**src/design/dbc_pkg.sv**
```systemverilog
// ----------------------------------------------------------------------------
// dbc_pkg: descriptor block checker shared definitions
// Header layout constants, status codes, result record and the byte-wide
// reflected CRC-32 update.
// ----------------------------------------------------------------------------
package dbc_pkg;

   localparam int unsigned POS_W       = 7;
   localparam int unsigned LEN_W       = 16;
   localparam int unsigned CRC_W       = 32;
   localparam logic [CRC_W-1:0] CRC_POLY = 32'hedb88320;
   localparam logic [CRC_W-1:0] CRC_ONES = 32'hffffffff;

   // Header offsets
   localparam logic [POS_W-1:0] POS_VERSION   = 7'd4;
   localparam logic [POS_W-1:0] POS_FLAGS     = 7'd5;
   localparam logic [POS_W-1:0] POS_LEN_LO    = 7'd6;
   localparam logic [POS_W-1:0] POS_LEN_HI    = 7'd7;
   localparam logic [POS_W-1:0] POS_GEN       = 7'd8;
   localparam logic [POS_W-1:0] POS_PCRC      = 7'd12;
   localparam logic [POS_W-1:0] POS_HCRC      = 7'd16;
   localparam logic [POS_W-1:0] POS_PAYLOAD   = 7'd20;

   localparam logic [7:0] VERSION_ONE = 8'h01;
   localparam logic [7:0] FLAG_RSVD   = 8'hfe;
   localparam logic [7:0] FLAG_EMPTY  = 8'h01;

   // Magic "KDSC", first byte in bits 7:0
   localparam logic [31:0] MAGIC = 32'h4353444b;

   typedef enum logic [1:0] {
      STATUS_OK       = 2'd0,
      STATUS_PROTOCOL = 2'd1,
      STATUS_CRC      = 2'd2
   } status_type;

   typedef struct packed {
      logic             kind;
      logic [7:0]       payload_byte;
      logic [6:0]       payload_index;
      status_type       status;
      logic [7:0]       header_version;
      logic             flags;
      logic [6:0]       body_length;
      logic [31:0]      generation;
      logic [31:0]      payload_crc;
   } rsp_type;

   // One byte through the reflected CRC-32, LSB first
   function automatic logic [CRC_W-1:0] crc_byte(input logic [CRC_W-1:0] crc,
                                                 input logic [7:0] b);
      logic [CRC_W-1:0] c;
      c = crc ^ {24'd0, b};
      for (int k = 0; k < 8; k++) begin
         c = (c >> 1) ^ (c[0] ? CRC_POLY : '0);
      end
      return c;
   endfunction

endpackage

```
**src/design/descriptor_block_checker_core.sv**
```systemverilog
// ----------------------------------------------------------------------------
// descriptor_block_checker_core: descriptor block deframer and checker
// Checks the header of a fixed-size descriptor block, runs header and payload
// CRC-32, passes payload bytes through and reports a summary on the last byte.
// ----------------------------------------------------------------------------
// A transfer's result is registered in the output register or the skid entry.
// Throughput: one byte per cycle while the skid entry is empty; the byte-wide CRC
// update and header checks sit between the block state and the output register.
// A two-deep output buffer keeps bytes flowing while one result waits.
// Reset: synchronous, clears position, CRCs, header state and result valids.
module descriptor_block_checker_core #(
   parameter int unsigned BLOCK_BYTES   = 128,
   parameter int unsigned PAYLOAD_LIMIT = 108
) (
   input  logic       clock,
   input  logic       reset,
   input  logic       req_valid,
   output logic       req_stall,
   input  logic [7:0] req_data_byte,
   output logic       rsp_valid,
   input  logic       rsp_stall,
   output logic       rsp_kind,
   output logic [7:0] rsp_payload_byte,
   output logic [6:0] rsp_payload_index,
   output logic [1:0] rsp_status,
   output logic [7:0] rsp_header_version,
   output logic       rsp_flags,
   output logic [6:0] rsp_body_length,
   output logic [31:0] rsp_generation,
   output logic [31:0] rsp_payload_crc
);
   import dbc_pkg::*;

   localparam logic [POS_W-1:0] LAST_POS = POS_W'(BLOCK_BYTES - 1);
   localparam logic [LEN_W-1:0] LEN_MAX  = LEN_W'(PAYLOAD_LIMIT);

   // Block state
   logic [POS_W-1:0] byte_position_ff, byte_position_in;
   logic [CRC_W-1:0] header_crc_ff, header_crc_in;
   logic [CRC_W-1:0] payload_crc_ff, payload_crc_in;
   logic             header_bad_ff, header_bad_in;
   logic [7:0]       flag_byte_ff, flag_byte_in;
   logic [LEN_W-1:0] length_word_ff, length_word_in;
   logic [31:0]      generation_ff, generation_in;
   logic [31:0]      stored_pcrc_ff, stored_pcrc_in;
   logic [31:0]      stored_hcrc_ff, stored_hcrc_in;

   // Output buffer
   logic    out_valid_ff, skid_valid_ff;
   rsp_type out_ff, skid_ff;

   logic       req_xfer, out_xfer, last, passed, produce;
   logic [6:0] idx;
   rsp_type    result;

   assign req_stall = skid_valid_ff;
   assign req_xfer  = req_valid && !req_stall;
   assign out_xfer  = out_valid_ff && !rsp_stall;

   // Header parse, CRC update and summary
   always_comb begin
      logic [POS_W-1:0] pos;
      logic [LEN_W-1:0] len_new;
      logic [1:0]       lane;
      pos  = byte_position_ff;
      lane = pos[1:0];
      byte_position_in = pos + 7'd1;
      header_crc_in  = header_crc_ff;
      payload_crc_in = payload_crc_ff;
      header_bad_in  = header_bad_ff;
      flag_byte_in   = flag_byte_ff;
      length_word_in = length_word_ff;
      generation_in  = generation_ff;
      stored_pcrc_in = stored_pcrc_ff;
      stored_hcrc_in = stored_hcrc_ff;
      passed  = 1'b0;
      idx     = '0;
      last    = pos >= LAST_POS;
      len_new = {req_data_byte, length_word_ff[7:0]};

      if (pos < POS_HCRC) begin
         header_crc_in = crc_byte(header_crc_ff, req_data_byte);
      end
      if (pos < POS_VERSION) begin
         if (req_data_byte != MAGIC[8*lane +: 8]) header_bad_in = 1'b1;
      end else if (pos == POS_VERSION) begin
         if (req_data_byte != VERSION_ONE) header_bad_in = 1'b1;
      end else if (pos == POS_FLAGS) begin
         flag_byte_in = req_data_byte;
      end else if (pos == POS_LEN_LO) begin
         length_word_in = {8'd0, req_data_byte};
      end else if (pos == POS_LEN_HI) begin
         length_word_in = len_new;
         if ((flag_byte_ff & FLAG_RSVD) != 8'd0 || len_new > LEN_MAX ||
             ((flag_byte_ff & FLAG_EMPTY) != 8'd0 && len_new != '0)) begin
            header_bad_in = 1'b1;
         end
      end else if (pos < POS_PCRC) begin
         generation_in[8*lane +: 8] = req_data_byte;
      end else if (pos < POS_HCRC) begin
         stored_pcrc_in[8*lane +: 8] = req_data_byte;
      end else if (pos < POS_PAYLOAD) begin
         stored_hcrc_in[8*lane +: 8] = req_data_byte;
      end else begin
         idx = pos - POS_PAYLOAD;
         if ({9'd0, idx} < length_word_ff) begin
            payload_crc_in = crc_byte(payload_crc_ff, req_data_byte);
            passed = 1'b1;
         end
      end

      // Result record
      result = '0;
      result.kind = last;
      if (passed) begin
         result.payload_byte  = req_data_byte;
         result.payload_index = idx;
      end
      if (last) begin
         if (header_bad_in) begin
            result.status = STATUS_PROTOCOL;
         end else if ((header_crc_in ^ CRC_ONES) != stored_hcrc_in ||
                      (payload_crc_in ^ CRC_ONES) != stored_pcrc_in) begin
            result.status = STATUS_CRC;
         end else begin
            result.status         = STATUS_OK;
            result.header_version = VERSION_ONE;
            result.flags          = flag_byte_in[0];
            result.body_length    = length_word_in[6:0];
            result.generation     = generation_in;
            result.payload_crc    = stored_pcrc_in;
         end
         // Block done: back to the reset state
         byte_position_in = '0;
         header_crc_in    = CRC_ONES;
         payload_crc_in   = CRC_ONES;
         header_bad_in    = 1'b0;
         flag_byte_in     = '0;
         length_word_in   = '0;
         generation_in    = '0;
         stored_pcrc_in   = '0;
         stored_hcrc_in   = '0;
      end
      produce = req_xfer && (passed || last);
   end

   // Block state registers
   always_ff @(posedge clock) begin
      if (reset) begin
         byte_position_ff <= '0;
         header_crc_ff    <= CRC_ONES;
         payload_crc_ff   <= CRC_ONES;
         header_bad_ff    <= 1'b0;
         flag_byte_ff     <= '0;
         length_word_ff   <= '0;
         generation_ff    <= '0;
         stored_pcrc_ff   <= '0;
         stored_hcrc_ff   <= '0;
      end else if (req_xfer) begin
         byte_position_ff <= byte_position_in;
         header_crc_ff    <= header_crc_in;
         payload_crc_ff   <= payload_crc_in;
         header_bad_ff    <= header_bad_in;
         flag_byte_ff     <= flag_byte_in;
         length_word_ff   <= length_word_in;
         generation_ff    <= generation_in;
         stored_pcrc_ff   <= stored_pcrc_in;
         stored_hcrc_ff   <= stored_hcrc_in;
      end
   end

   // Output register plus skid entry
   always_ff @(posedge clock) begin
      if (reset) begin
         out_valid_ff  <= 1'b0;
         skid_valid_ff <= 1'b0;
      end else if (skid_valid_ff) begin
         if (out_xfer) begin
            out_ff        <= skid_ff;
            skid_valid_ff <= 1'b0;
         end
      end else if (produce) begin
         if (!out_valid_ff || out_xfer) begin
            out_ff       <= result;
            out_valid_ff <= 1'b1;
         end else begin
            skid_ff       <= result;
            skid_valid_ff <= 1'b1;
         end
      end else if (out_xfer) begin
         out_valid_ff <= 1'b0;
      end
   end

   assign rsp_valid          = out_valid_ff;
   assign rsp_kind           = out_ff.kind;
   assign rsp_payload_byte   = out_ff.payload_byte;
   assign rsp_payload_index  = out_ff.payload_index;
   assign rsp_status         = out_ff.status;
   assign rsp_header_version = out_ff.header_version;
   assign rsp_flags          = out_ff.flags;
   assign rsp_body_length    = out_ff.body_length;
   assign rsp_generation     = out_ff.generation;
   assign rsp_payload_crc    = out_ff.payload_crc;

   // Checks
   a_skid_needs_out: assert property (@(posedge clock) disable iff (reset)
      skid_valid_ff |-> out_valid_ff)
      else $error("skid entry held while output register empty");

   a_block_restart: assert property (@(posedge clock) disable iff (reset)
      (req_xfer && last) |=> (byte_position_ff == '0 && header_crc_ff == CRC_ONES))
      else $error("block state not cleared after summary");

   a_pass_no_status: assert property (@(posedge clock) disable iff (reset)
      (out_valid_ff && !out_ff.kind) |-> (out_ff.status == STATUS_OK &&
                                         out_ff.generation == '0))
      else $error("pass-through byte carries summary fields");

   a_bad_zero_header: assert property (@(posedge clock) disable iff (reset)
      (out_valid_ff && out_ff.status != STATUS_OK) |->
         (out_ff.header_version == '0 && out_ff.payload_crc == '0))
      else $error("failed summary carries header values");

endmodule

```
**config.mk**
```make
export PLATFORM = sky130hd
export DESIGN_NAME = descriptor_block_checker_core
export DESIGN_NICKNAME = d
export VERILOG_FILES = /design/src/design/dbc_pkg.sv /design/src/design/descriptor_block_checker_core.sv
export SDC_FILE = /design/constraint.sdc
export NUM_CORES = 1
export LEC_CHECK = 0
export ABC_CLOCK_PERIOD_IN_PS = 19300
export BUFFER_PORTS_ARGS = -buffer_cell sky130_fd_sc_hd__buf_2
export CORE_MARGIN = 1.5
export CORE_UTILIZATION = 48
export CTS_CLUSTER_SIZE = 25
export DETAILED_ROUTE_END_ITERATION = 10
export GPL_TIMING_DRIVEN = 0
export PLACE_DENSITY = 0.7
export SKIP_CTS_REPAIR_TIMING = 1
export SLEW_MARGIN = 0
export SYNTH_ARGS = -nofsm -noshare
export SYNTH_HDL_FRONTEND = slang
export SYNTH_SLANG_ARGS = --single-unit
```
**constraint.sdc**
```tcl
create_clock -name clock -period 19.3 [get_ports clock]
set_clock_uncertainty 0.15 [all_clocks]
set_input_delay 3.86 -clock clock [delete_from_list [all_inputs] [get_ports clock]]
set_output_delay 3.86 -clock clock [all_outputs]
set_load 0.02 [all_outputs]
```
======== Yosys cells after proc, flatten, opt, wreduce, memory -nomap -nowiden ========
Index checks and enable logic that the tools add are counted.
storage, ports and cells
  bits in registers ....................... 390
  output and inout bits ................... 100
  logic and storage cells ................. 216
operators by class
  $add $sub $neg .......................... 3
  magnitude comparators ................... 7
  equality and inequality tests ........... 13
  shift-type cells ........................ 3
  mux-type cells .......................... 109
  bitwise gates (word level) .............. 23
  reductions and logical operators ........ 26
operator list
  kind                                                                           count
  32-bit 2-to-1 mux                                                              52
  31-bit by 32-bit bitwise XOR with 32-bit output                                16
  98-bit 2-to-1 mux                                                              4
  73-bit 2-to-1 mux                                                              2
  32-bit bitwise mux                                                             3
  16-bit 2-to-1 mux                                                              6
  82-bit 2-to-1 mux                                                              1
  32-bit inequality test                                                         2
  32-bit NOT                                                                     2
  32-bit by 8-bit bitwise XOR with 32-bit output                                 2
  7-bit 2-to-1 mux                                                               9
  5-bit negator with 34-bit output                                               1
  8-bit by 34-bit variable shift with 32-bit output (first input constant)       1
  8-bit by 34-bit variable part select with 32-bit output                        1
  8-bit 2-to-1 mux                                                               4
  32-bit by 6-bit variable part select with 8-bit output (first input constant)  1
  7-bit by 3-bit == test with 1-bit output (second input constant)               4
  1-bit 2-to-1 mux                                                               25
  16-bit by 7-bit > comparator with 1-bit output (second input constant)         1
  7-bit by 16-bit less-than comparator with 1-bit output                         1
  16-bit nonzero test                                                            1
  15-bit 2-to-1 mux                                                              1
  7-bit by 5-bit less-than comparator with 1-bit output (second input constant)  2
  4-bit AND reduction                                                            3
  other kinds (19)                                                               39

======== Depth between registers and ports, before layout ========
  depth in word-level cells ............... 35
  gate-level depth with buffers ........... 20

======== Worst setup path after synthesis ========
No wires, ideal clock.
  path kind ............................... input port to flip-flop
  from .................................... input port req_valid
  to ...................................... register out_ff (netlist bit rsp_body_length[0]) (enable)
  setup time .............................. 685 ps
  data arrival time ....................... 11,588 ps
  path slack .............................. 6,877 ps
  stages on the path ...................... 5
  path buffers ............................ 2
  path through ............................ nor2b_1 -> clkbuf_1 -> clkbuf_1 -> o21ai_0 -> a221oi_1
on the way
  longest elaborated chain between the ends .. 4
RTL lines
  element                        line                                  text
  start: declaration             descriptor_block_checker_core.sv:17   input logic req_valid,
  1-bit logical AND              descriptor_block_checker_core.sv:57   assign req_xfer = req_valid && !req_stall;
  1-bit logical AND              descriptor_block_checker_core.sv:144  produce = req_xfer && (passed || last);
  2-bit nonzero test (no line)   n/a
  4-bit AND reduction (no line)  n/a
  end signal: assignment         descriptor_block_checker_core.sv:179  out_ff <= skid_ff;
  end signal: assignment         descriptor_block_checker_core.sv:184  out_ff <= result;
  end: declaration               descriptor_block_checker_core.sv:50   rsp_type out_ff, skid_ff;
No other way between the ends.
A chain may end at the register's enable or synchronous reset.

==> results.txt <==
Leaving out fill and tap cells, the most frequent cell in the layout is sky130_fd_sc_hd__nor2_1. The endpoint of the worst hold-timing path is length_word_ff[15]. Dividing the detail-routed via count by the number of cells gives approximately 6.

The core utilization of the finished layout came out at 0.5556. For this run, design rule violations remaining after detail routing come to 0. The top-level port count came out at 112. The final clock period utilization by the worst path is 0.4534. The placement-stage worst setup slack is between 10 and 15 ns.

The reg-to-reg endpoint is skid_ff[20]. The clock sink count is around 380. For this run, the number of standard cells in the final layout without fillers is 2655. Power spread over the standard cell area amounts to a little over 100 nW/um2. The worst pin sits at a relative slew slack of -0.05086.

By instance count, the cell type seen most on the critical path is sky130_fd_sc_hd__clkbuf_1. The data required time at the worst endpoint came out at 19.56 ns. The port buffer count is 103. The congestion estimate from routability-driven global placement came to approximately 1. The core region is 39820 um2. The Yosys step of the flow raised 0 warnings. Entering global routing, the biggest net connects 23 pins. The layout overhead on the synthesized area is 13.73%. The number of pins exceeding their max-slew limit in the final report came out at 8. For the pin with the worst max-slew slack, the measured transition is 1.573 ns.

The overall routed net length came out at between 60000 and 70000 um. The share of total power dissipated in sequential elements is 0.392. The post-synthesis instance area came out at just under 20000 um2. The clock reaches the later pin of the worst-skew pair after roughly 0.57 ns.

The internal power of the cells totals ~0.0016 W. The via count of the first global-routing pass is ~15000. The row count is between 70 and 80. Max-cap violations in this run came to 1. After global routing the overflow that remains totals 0. In this run the remaining antenna-violating nets after routing total 0. Detailed routing inserted a total of 15971 vias. The worst setup path is of the input pin to flip-flop kind. Among cell families on the critical path, the largest total delay comes from simple AND/OR/NAND/NOR gates.

For this design the static power due to leakage is just over 8 nW. The net switching power is just under 0.0007 W. The library cells used most frequently in the layout, excluding fill and tap cells, are sky130_fd_sc_hd__nor2_1, sky130_fd_sc_hd__nand2_1, sky130_fd_sc_hd__dfxtp_1. The first global-routing pass estimated approximately 95000 um of wire.

Adding up every negative setup slack in the final design gives 0 ns. The largest single stage delay on the critical path is 0.96 ns. The fraction of registers with async set/reset came out at 0. The final reports fail on max-capacitance violations, max-slew violations.

The signal on the critical path passes through buf_2, clkbuf_1, nor3b_1, mux2i_1, xor2_1, a2111oi_0, a21oi_1, or4_1, nor4_2, nand3_1, clkbuf_1, nor2_1. Along the worst path, the maximum fanout reaches 10. The maximum clock frequency is approximately 0.11 GHz. The root buffer cell chosen for the clock tree is sky130_fd_sc_hd__clkbuf_16. The fraction of final layout cells with drive strength greater than 1 came out at 0.1240. The slack of the worst reg-to-reg path is 12.22 ns.

The buffering stage count on the worst path with inverters included is 3. The TritonCTS clock tree is built. For this configuration, the core starts out at a cell density of 0.4885. The number of different library cells used by synthesis comes to 69. The worst-case IR drop observed on VDD is roughly 0.064 mV. The global-route total usage across every layer is 0.3049. The min-delay analysis places its worst path in the category flip-flop to flip-flop. STA classifies the critical path startpoint as an input pin. The number of flops mapped to enable cells by yosys is ~180. The combinational share of power came out at 0.263. The worst path arrival time came out at ~9.0 ns.

Setup repair after global routing left no endpoint under its margin. From bottom edge to top edge, the die measures between 200 and 250 um. The mean cell area of the mapped netlist came out at around 10 um2. The post-route worst setup slack is 10.55 ns. Among all flip-flop cells after synthesis, the most frequent one is sky130_fd_sc_hd__dfxtp_1. The area of the die is between 40000 and 50000 um2. The number of clock buffers added by TritonCTS is 40.

The post-CTS clock slew at the launch and capture registers of the worst setup and hold paths is around 0.06 ns. The initial antenna violation count came out at 3. The flow ran to the end, but the final reports show violations. The portion of the post-synthesis area used by sequential elements is 0.4806.

Setup violations remaining at the end of the flow were counted as 0. The placed wire-length estimate after detailed placement is roughly 48000 um. The H-tree depth is 2. For this block, the initial DRC count from the detailed router was 1591. The depth of the worst hold-timing path is 2. No sink is reached through more buffers than the 3 on the longest clock path.

The final-stage net count is around 2100. The final-layout fill cell count came out at about 3500. The worst setup path is captured at a flip-flop.

The start point of the worst hold path is length_word_ff[15]. The number of synthesized register bits is 376. The clock period minus worst slack is between 8 and 9 ns.

The switching fraction of total power is 0.3072. The startpoint identified for the worst register-to-register timing path is byte_position_ff[3]. The cell at the slowest stage of the critical path is sky130_fd_sc_hd__nor3b_1. The final hold violation count came to 0. The wire length per cell after detailed routing came out at 23.95 um. The share of total power in the clock network came out at 0.345. In this run the horizontal extent of the chip is roughly 200 um. The iteration count of the initial detailed-routing pass came out at 6. The depth of the worst register-to-register path is 18. The instance count of the mapped netlist is a little under 2000. Including well taps, the total number of placed cells is about 2600.
## worst reg2reg max path, delay by kind of cell, from the launching register on
kind,cells,cell delay [ns]
AOI/OAI and AO/OA,3,1.52
DFF,1,0.34
adders and majority gates,2,0.56
and+or+nand+nor,2,1.26
buffers and inverters,11,2.93
## power groups by stage
stage | sequential (W) | clock [W] | combinational, W
4_1_cts | 0.000879 | 0.000781 | 0.000580
5_1_grt | 0.000882 | 0.000810 | 0.000625
3_3_place_gp | 0.000895 | 0 | 0.000578
2_1_floorplan | 0.000888 | 0 | 0.000433
3_5_place_dp | 0.000896 | 0 | 0.000576
6_report | 0.000880 | 0.000776 | 0.000591
## through the flow
| stage | total power, W | area (um2) | hold WS (ns) |
|---|---|---|---|
| detailed placement | 0.001472 | 20820 | 0.2951 |
| global placement | 0.001473 | 20650 | 0.2878 |
| global route | 0.002318 | 22120 | 0.3215 |
| CTS | 0.002240 | 22100 | 0.3009 |
| floorplan | 0.001321 | 19480 | 0.2816 |
| finish | 0.002246 | 22130 | 0.3050 |
## flip-flops by register name (all words and copies together), names as in the netlist, 2 cells and up
name	count
flag_byte_ff	8
payload_crc_ff	32
skid_ff	91
length_word_ff	16
rsp_generation	32
generation_ff	32
rsp_payload_crc	32
rsp_payload_byte	8
byte_position_ff	7
rsp_status	2
rsp_body_length	7
stored_pcrc_ff	32
stored_hcrc_ff	32
rsp_payload_index	7
header_crc_ff	32
## synth_stat cells (all sizes together), types with 14 or more instances
library cell | number | share of area
nor2 | 255 | 0.049
nand2 | 236 | 0.046
dfxtp | 194 | 0.20
edfxtp | 182 | 0.28
xnor2 | 124 | 0.063
clkbuf | 101 | 0.019
a22oi | 100 | 0.039
mux2i | 76 | 0.039
o31ai | 71 | 0.027
xor2 | 69 | 0.032
a21oi | 64 | 0.016
o211ai | 58 | 0.022
nand3 | 39 | 0.010
o21ai | 39 | 0.010
mux2 | 37 | 0.021
nor3 | 32 | 0.0093
buf | 29 | 0.0084
xnor3 | 23 | 0.027
and2 | 22 | 0.0071
ha | 19 | 0.012
inv | 18 | 0.0035
nor3b | 16 | 0.0062
nor4 | 14 | 0.0048
## cells by family (layout without fill, tap and decap cells)
family | count (synthesis) | count (layout) | synth area share
AOI/OAI and AO/OA | 391 | 391 | 0.1401
xor gates and xnor gates | 218 | 218 | 0.1241
adders and majority gates | 19 | 19 | 0.01222
buffers and inverters | 148 | 338 | 0.03139
DFF | 376 | 376 | 0.4806
muxes | 113 | 113 | 0.06052
other | 1 | 8 | 0.0001928
and+or+nand+nor | 667 | 667 | 0.1510
## final cells by class
cell class | instances | area (um2) | area share
Buffer | 130 | 543.0 | 0.02454
Clock inverter | 20 | 197.7 | 0.008935
Multi-Input combinational cell | 1415 | 9550 | 0.4317
Clock buffer | 54 | 1085 | 0.04903
Tap cell | 525 | 656.9 | 0.02969
Sequential cell | 376 | 9349 | 0.4226
Antenna cell | 1 | 2.502 | 0.0001131
Timing Repair Buffer | 116 | 673.1 | 0.03042
Inverter | 18 | 67.56 | 0.003054
## layer usage
metal | up-vias | share of wire | track usage
li1 | 7275 | - | -
met4 | 2 | 0.048 | 0.1473
met1 | 7758 | 0.41 | 0.4061
met2 | 776 | 0.45 | 0.4785
met5 | - | 0.00020 | 0
met3 | 160 | 0.087 | 0.05580
## worst max-delay path by stage
stage	from	end	cells past startpoint
6_report	req_data_byte[5]	skid_ff[3]	12
5_1_grt	req_data_byte[5]	skid_ff[65]	12
3_5_place_dp	req_data_byte[2]	skid_ff[66]	11
3_3_place_gp	req_valid	rsp_payload_crc[15]	6
4_1_cts	req_data_byte[2]	skid_ff[67]	11
2_1_floorplan	req_valid	rsp_body_length[0]	5
No activity file was read; power rests on OpenSTA's default activity.
